`config.mk`:
```
export PLATFORM = sky130hd
export DESIGN_NAME = sha512_ctrl
export DESIGN_NICKNAME = d
export VERILOG_FILES = /design/src/design/sha512_pkg.sv /design/src/design/sha512_ctrl.sv
export SDC_FILE = /design/constraint.sdc
export NUM_CORES = 1
export LEC_CHECK = 0
export ABC_CLOCK_PERIOD_IN_PS = 3690
export BUFFER_PORTS_ARGS = -buffer_cell sky130_fd_sc_hd__buf_4
export CAP_MARGIN = 20
export CORE_MARGIN = 2
export CORE_UTILIZATION = 43
export DETAILED_ROUTE_END_ITERATION = 16
export GPL_TIMING_DRIVEN = 0
export MAX_ROUTING_LAYER = met4
export PLACE_DENSITY = 0.82
export SETUP_SLACK_MARGIN = 0.2
export SLEW_MARGIN = 20
export SYNTH_ARGS = -nofsm -noshare
export SYNTH_HDL_FRONTEND = slang
export SYNTH_SLANG_ARGS = --single-unit
```
`constraint.sdc`:
```
create_clock -name clk_i -period 3.69 [get_ports clk_i]
set_clock_uncertainty 0.15 [all_clocks]
set_input_delay 0.738 -clock clk_i [delete_from_list [all_inputs] [get_ports clk_i]]
set_output_delay 0.738 -clock clk_i [all_outputs]
set_load 0.1 [all_outputs]
```
`src/design/sha512_pkg.sv`:
```
// Shared types and constants of the SHA-512 hash engine.
package sha512_pkg;

  typedef logic [63:0] word_t;

  // Commands from the controller to the datapath.
  typedef struct packed {
    logic put_byte;      // write one message byte into the block
    logic put_pad;       // write the terminator byte at the fill position
    logic put_len;       // write the bit length into the last two words
    logic comp_start;    // load schedule and working variables
    logic comp_round;    // run one round
    logic comp_finish;   // fold working variables into the chaining hash
    logic hash_reset;    // restore initial hash, clear count and fill
    logic [2:0] out_sel; // digest word to present
  } ctrl_t;

  // Status from the datapath to the controller.
  typedef struct packed {
    logic block_full;   // fill count at 127, so the next byte fills the block
    logic pad_overflow; // length field does not fit after the terminator
    logic last_round;   // round counter at 79
  } stat_t;

  localparam int unsigned Rounds = 80;

  localparam word_t InitHash [8] = '{
    64'h6a09e667f3bcc908, 64'hbb67ae8584caa73b, 64'h3c6ef372fe94f82b, 64'ha54ff53a5f1d36f1,
    64'h510e527fade682d1, 64'h9b05688c2b3e6c1f, 64'h1f83d9abfb41bd6b, 64'h5be0cd19137e2179
  };

  localparam word_t RoundConst [Rounds] = '{
    64'h428a2f98d728ae22, 64'h7137449123ef65cd, 64'hb5c0fbcfec4d3b2f, 64'he9b5dba58189dbbc,
    64'h3956c25bf348b538, 64'h59f111f1b605d019, 64'h923f82a4af194f9b, 64'hab1c5ed5da6d8118,
    64'hd807aa98a3030242, 64'h12835b0145706fbe, 64'h243185be4ee4b28c, 64'h550c7dc3d5ffb4e2,
    64'h72be5d74f27b896f, 64'h80deb1fe3b1696b1, 64'h9bdc06a725c71235, 64'hc19bf174cf692694,
    64'he49b69c19ef14ad2, 64'hefbe4786384f25e3, 64'h0fc19dc68b8cd5b5, 64'h240ca1cc77ac9c65,
    64'h2de92c6f592b0275, 64'h4a7484aa6ea6e483, 64'h5cb0a9dcbd41fbd4, 64'h76f988da831153b5,
    64'h983e5152ee66dfab, 64'ha831c66d2db43210, 64'hb00327c898fb213f, 64'hbf597fc7beef0ee4,
    64'hc6e00bf33da88fc2, 64'hd5a79147930aa725, 64'h06ca6351e003826f, 64'h142929670a0e6e70,
    64'h27b70a8546d22ffc, 64'h2e1b21385c26c926, 64'h4d2c6dfc5ac42aed, 64'h53380d139d95b3df,
    64'h650a73548baf63de, 64'h766a0abb3c77b2a8, 64'h81c2c92e47edaee6, 64'h92722c851482353b,
    64'ha2bfe8a14cf10364, 64'ha81a664bbc423001, 64'hc24b8b70d0f89791, 64'hc76c51a30654be30,
    64'hd192e819d6ef5218, 64'hd69906245565a910, 64'hf40e35855771202a, 64'h106aa07032bbd1b8,
    64'h19a4c116b8d2d0c8, 64'h1e376c085141ab53, 64'h2748774cdf8eeb99, 64'h34b0bcb5e19b48a8,
    64'h391c0cb3c5c95a63, 64'h4ed8aa4ae3418acb, 64'h5b9cca4f7763e373, 64'h682e6ff3d6b2b8a3,
    64'h748f82ee5defb2fc, 64'h78a5636f43172f60, 64'h84c87814a1f0ab72, 64'h8cc702081a6439ec,
    64'h90befffa23631e28, 64'ha4506cebde82bde9, 64'hbef9a3f7b2c67915, 64'hc67178f2e372532b,
    64'hca273eceea26619c, 64'hd186b8c721c0c207, 64'heada7dd6cde0eb1e, 64'hf57d4f7fee6ed178,
    64'h06f067aa72176fba, 64'h0a637dc5a2c898a6, 64'h113f9804bef90dae, 64'h1b710b35131c471b,
    64'h28db77f523047d84, 64'h32caab7b40c72493, 64'h3c9ebe0a15c9bebc, 64'h431d67c49c100d4c,
    64'h4cc5d4becb3e42b6, 64'h597f299cfc657e2a, 64'h5fcb6fab3ad6faec, 64'h6c44198c4a475817
  };

  function automatic word_t rotr(word_t x, int unsigned n);
    return (x >> n) | (x << (64 - n));
  endfunction

endpackage

```
`src/design/sha512_ctrl.sv`:
```
// Controller of the SHA-512 hash engine: item intake, padding, compression sequencing and output.
module sha512_ctrl (
  input  logic              clk_i,
  input  logic              rst_ni,
  input  logic              in_valid_i,
  output logic              in_ready_o,
  input  logic              byte_valid_i,
  input  logic              eom_i,
  output logic              out_valid_o,
  input  logic              out_ready_i,
  output logic [2:0]        out_index_o,
  output logic              out_last_o,
  output sha512_pkg::ctrl_t ctrl_o,
  input  sha512_pkg::stat_t stat_i
);
  import sha512_pkg::*;

  typedef enum logic [2:0] {
    S_IDLE, S_PAD, S_START, S_ROUND, S_FOLD, S_OUT
  } state_e;

  state_e     state_q;
  logic       final_q;  // compression is the last of the message
  logic       eom_q;    // finish pending after a full-block compression
  logic [2:0] idx_q;
  logic       acc;
  logic       ctrl_len_pending_q;  // length goes into the block after an overflow pad

  assign in_ready_o = (state_q == S_IDLE);
  assign acc = in_valid_i && in_ready_o;
  assign out_valid_o = (state_q == S_OUT);
  assign out_index_o = idx_q;
  assign out_last_o = (idx_q == 3'd7);

  // Command decode
  always_comb begin
    ctrl_o = '0;
    ctrl_o.out_sel = idx_q;
    ctrl_o.put_byte = acc && byte_valid_i;
    ctrl_o.put_pad = (state_q == S_PAD);
    // length fits after the terminator, or goes into the fresh block after overflow
    ctrl_o.put_len = ((state_q == S_PAD) && !stat_i.pad_overflow)
                   || ((state_q == S_FOLD) && ctrl_len_pending_q);
    ctrl_o.comp_start = (state_q == S_START);
    ctrl_o.comp_round = (state_q == S_ROUND);
    ctrl_o.comp_finish = (state_q == S_FOLD);
    ctrl_o.hash_reset = (state_q == S_OUT) && out_ready_i && out_last_o;
  end

  // Sequencer
  always_ff @(posedge clk_i or negedge rst_ni) begin
    if (!rst_ni) begin
      state_q <= S_IDLE;
      final_q <= 1'b0;
      eom_q   <= 1'b0;
      idx_q   <= '0;
    end else begin
      unique case (state_q)
        S_IDLE: begin
          if (acc) begin
            eom_q <= eom_i;
            final_q <= 1'b0;
            if (byte_valid_i && stat_i.block_full) state_q <= S_START;
            else if (eom_i) state_q <= S_PAD;
          end
        end
        S_PAD: begin
          // length fits in this block unless overflow; then a second pass
          final_q <= !stat_i.pad_overflow;
          state_q <= S_START;
          eom_q <= 1'b0;
        end
        S_START: state_q <= S_ROUND;
        S_ROUND: if (stat_i.last_round) state_q <= S_FOLD;
        S_FOLD: begin
          if (final_q) begin
            state_q <= S_OUT;
            idx_q <= '0;
          end else if (eom_q) begin
            state_q <= S_PAD;
          end else if (ctrl_len_pending_q) begin
            state_q <= S_START;
            final_q <= 1'b1;
          end else begin
            state_q <= S_IDLE;
          end
        end
        S_OUT: begin
          if (out_ready_i) begin
            idx_q <= idx_q + 3'd1;
            if (out_last_o) state_q <= S_IDLE;
          end
        end
        default: state_q <= S_IDLE;
      endcase
    end
  end

  // After an overflowing pad block, the length goes into the fresh block
  always_ff @(posedge clk_i or negedge rst_ni) begin
    if (!rst_ni) ctrl_len_pending_q <= 1'b0;
    else if (state_q == S_PAD) ctrl_len_pending_q <= stat_i.pad_overflow;
    else if (state_q == S_FOLD) ctrl_len_pending_q <= 1'b0;
  end

`ifndef SYNTH
  a_out_hold: assert property (@(posedge clk_i) disable iff (!rst_ni)
    out_valid_o |-> !in_ready_o) else $error("intake open during output");
  a_last_idle: assert property (@(posedge clk_i) disable iff (!rst_ni)
    out_valid_o && out_ready_i && out_last_o |=> state_q == S_IDLE)
    else $error("no return to idle after last word");
  a_pad_start: assert property (@(posedge clk_i) disable iff (!rst_ni)
    state_q == S_PAD |=> state_q == S_START) else $error("pad not followed by start");
`endif
endmodule

```
Word-level counts from Yosys, hierarchy flattened:

Index checks and enable logic that the tools add are counted.

* logic and storage cells: 58
* output and inout bits: 16
* bits in registers: 9
* input bits: 9

* muxes and demuxes: 22
* equality and inequality tests: 12
* reduce and logical (&&, ||, !) cells: 18
* $add $sub $neg: 1

Operators by type and width (number)
* 3-bit 2-to-1 mux: 9
* 3-bit one-hot mux with 6 select lines: 1
* 2-bit by 1-bit != test with 1-bit output, second input constant: 5
* 3-bit equality test, second input constant: 3
* 1-bit logical AND: 7
* 1-bit 2-to-1 mux: 7
* 3-bit by 2-bit equality test with 1-bit output, second input constant: 2
* 3-bit one-hot mux with 2 select lines: 1
* 2-bit nonzero test: 3
* 5-bit AND reduction: 1
* 2-bit 2-to-1 mux: 2
* 2-bit AND reduction: 2
* 3-bit by 1-bit adder with 3-bit output, second input constant: 1
* 3-bit by 1-bit equality test with 1-bit output, second input constant: 1
* 3-bit logical NOT: 1
* 3-bit by 1-bit != test with 1-bit output, second input constant: 1
* 1-bit one-hot mux with 3 select lines: 1
* 3-bit AND reduction: 1
* 3-bit nonzero test: 1
* 1-bit one-hot mux with 2 select lines: 1
* 1-bit logical NOT: 1
* 1-bit logical OR: 1

Longest topological paths before layout:

* depth after elaboration: 4
* depth in mapped cells: 6
* gate-level depth less buffers: 6

Worst setup path before layout:

No wires, ideal clock.

* path type: register to output
* start: reg idx_q[0] (netlist: out_index_o[0])
* end: out ctrl_o[3] (netlist bit)
* cell stages (with the launch flop): 4
* path buffers: 0
* data required time: 2802 ps
* arrival: 2960 ps
* slack: -158 ps
* path through: dfrtp_1 -> ha_1 -> ha_1 -> and3_1

RTL lines
* from (decl): line sha512_ctrl.sv:25 `logic [2:0] idx_q;`
* from (signal assigned): line sha512_ctrl.sv:90 `idx_q <= idx_q + 3'd1;`
* to (decl): line sha512_ctrl.sv:13 `output sha512_pkg::ctrl_t ctrl_o,`

==> impl_metrics.env <==
export IMPL_cp_start_kind="register"
export IMPL_drive_gt1_share_pct=41.5
export IMPL_grt_use_total_pct=20.9
export IMPL_cp_end_kind="output pin"
export IMPL_coreArea_um2=1330
export IMPL_die_h_um=42.3
export IMPL_ff_latch_area_um2=225
export IMPL_n_antenna_cell=0
export IMPL_synth_yosys_seq_area_share_pct=35.8
export IMPL_hold_viol=0
export IMPL_postSynthAreaPerCell_um2=9.54
export IMPL_cp_top_family="buffers and inverters"
export IMPL_tns_ps=0
export IMPL_wl_per_cell_um=14.0
export IMPL_clock_sinks=9
export IMPL_rsz0062_at_grt="no"
export IMPL_worstSetupPathType="reg2out"
export IMPL_ctsHoldBuffers=0
export IMPL_syn_num_nets=77
export IMPL_drt_iter0_drc=10
export IMPL_ys_ff_latch=9
export IMPL_io_buffers=24
export IMPL_start_util_pct=47.2
export IMPL_clock_latency_ps=260
export IMPL_fin_crit_sh_pct=70.3
export IMPL_cts_setup_buffers=0
export IMPL_cts_buffer_depth=2
export IMPL_nets=106
export IMPL_num_vias=591
export IMPL_clk_pin_slew_ps=60
export IMPL_dr_pass1_iters=4
export IMPL_routed_wl_um=1530
export IMPL_synthCells=66
export IMPL_area_growth_pct=37.8
export IMPL_final_util_pct=65.0
export IMPL_required_ps=2800
export IMPL_root_buffer="clkbuf_4"
export IMPL_rows=13
export IMPL_slowest_delay_ps=390
export IMPL_cp_slowest_cell="nor3b_4"
export IMPL_antenna_left=0
export IMPL_drc=0
export IMPL_tightest_slew_ps=374
export IMPL_grt_pass1_vias=570
export IMPL_pre_cts_ws_ps=1360
export IMPL_place_congestion=0.756
export IMPL_die_w_um=42.3
export IMPL_setup_viol=0
export IMPL_globalRouteOverflowTotal=0
export IMPL_yosysUniqueCellTypes=33
export IMPL_relSlewSlack_pct=75.1
export IMPL_finalMaxSlewViolations=0
export IMPL_dpl_hpwl_um=1190
export IMPL_layout_common_cells="buf_4 (28), dfrtp_1 (9), nand2_1 (7), o21ai_0 (4), a21oi_1 (4)"
export IMPL_multi_input_area_um2=355
export IMPL_cap_violations=0
export IMPL_crit_arrival_ps=1710
export IMPL_synthesis_area_um2=629
export IMPL_vias_per_cell=5.42
export IMPL_fin_ws_ps=1090
export IMPL_post_route_min_period_ps=2600
export IMPL_path_cells="buf_2 -> nor3b_4 -> a21o_1 -> buf_4"
export IMPL_critical_path_max_fanout=10
export IMPL_h_tree_depth=1
export IMPL_grt_max_degree=11
export IMPL_dieArea_um2=1790
export IMPL_outcome="complete, no violations"
export IMPL_fillCellCount=123
export IMPL_max_freq_mhz=385
export IMPL_cts_resized=0
export IMPL_crit_buf_inv=2
export IMPL_rrSetupSlack_ps=1980
export IMPL_antenna_found_initial=0
export IMPL_grt_pass1_wl_um=2660
export IMPL_ios=25
export IMPL_cts_tree="done"
export IMPL_cts_buffers=3
export IMPL_min_path_type="in2async"
export IMPL_final_common_cell="buf_4"
export IMPL_synth_warnings=0
-- sequential cells by signal, indices dropped and copies added (netlist names) --
signal	count
final_q	1
ctrl_len_pending_q	1
state_q	3
out_index_o	3
eom_q	1
-- worst reg2reg max path: cells and delay by family, from the launching register on --
kind / cells / cell delay (ps)
AO/OA/AOI/OAI: 2 / 460
flip-flops: 1 / 380
buffers and inverters: 1 / 210
AND/OR/NAND/NOR: 1 / 390
-- cells by family (layout without fill, tap and decap cells) --
| group | count (synthesis) | in the layout | synth area share (%) |
|---|---|---|---|
| buffers and inverters | 10 | 38 | 9.74 |
| and+or+nand+nor | 22 | 22 | 23.9 |
| AOI/OAI and AO/OA | 21 | 21 | 23.5 |
| muxes | 2 | 2 | 3.18 |
| adders and majority gates | 2 | 2 | 3.98 |
| DFF | 9 | 9 | 35.8 |
-- cells in the mapped netlist --
| cell type | instances | area share, % |
|---|---|---|
| nor2b_1 | 1 | 0.99 |
| nor3b_4 | 2 | 6.0 |
| buf_4 | 4 | 4.8 |
| nor3b_1 | 1 | 1.2 |
| nand3_1 | 1 | 0.79 |
| o32a_2 | 1 | 1.8 |
| or4_1 | 1 | 1.2 |
| o31ai_1 | 1 | 1.2 |
| and2b_1 | 1 | 1.2 |
| nand3b_1 | 1 | 1.2 |
| nor3_2 | 1 | 1.6 |
| a22oi_1 | 2 | 2.4 |
| o21ai_0 | 4 | 3.2 |
| nand2_1 | 7 | 4.2 |
| dfrtp_1 | 9 | 36 |
| o311ai_0 | 1 | 1.4 |
| clkbuf_1 | 1 | 0.60 |
| and3b_1 | 1 | 1.4 |
| nor2_1 | 2 | 1.2 |
| ha_1 | 2 | 4.0 |
| a31oi_1 | 1 | 0.99 |
| o22ai_1 | 1 | 0.99 |
| o21ba_1 | 1 | 1.6 |
| a32o_1 | 2 | 3.2 |
| a21o_1 | 1 | 1.2 |
| inv_1 | 3 | 1.8 |
| nand2b_1 | 1 | 0.99 |
| mux2i_1 | 2 | 3.2 |
| buf_6 | 1 | 1.8 |
| a21oi_1 | 4 | 3.2 |
| buf_2 | 1 | 0.79 |
| and3_1 | 2 | 2.0 |
| a211oi_1 | 2 | 2.4 |
-- layout make-up --
cell class | count | area share (%)
Multi-Input combinational cell | 47 | 41.0
Sequential cell | 9 | 26.0
Timing Repair Buffer | 24 | 20.8
Buffer | 7 | 5.77
Clock buffer | 4 | 3.03
Tap cell | 15 | 2.16
Inverter | 3 | 1.30
-- through the flow --
stage	hold slack, ps	area (um2)	cells
finish	133	867	109
global route	126	867	109
CTS	131	867	109
detailed placement	392	841	105
global placement	375	841	105
floorplan	292	642	66
-- layer usage --
layer	wire, um	GRT usage [%]	up-vias
met5	0	-	-
met4	4	3.75	0
met3	72	9.05	2
met2	828	34.2	11
met1	626	24.1	279
li1	-	-	299
-- final timing paths --
| kind | from | to | cells after the start |
|---|---|---|---|
| min | rst_ni | state_q[0] | 1 |
| min reg2reg | eom_q | eom_q | 2 |
| max reg2reg | state_q[1] | out_index_o[1] | 4 |
| min in group clk_i | eom_q | eom_q | 2 |
| max in group asynchronous | rst_ni | out_index_o[1] | 1 |
| max | state_q[1] | ctrl_o[7] | 4 |
Power is not shown: default switching activity piles up to over one toggle a cycle in this logic, so the estimate is an artifact.
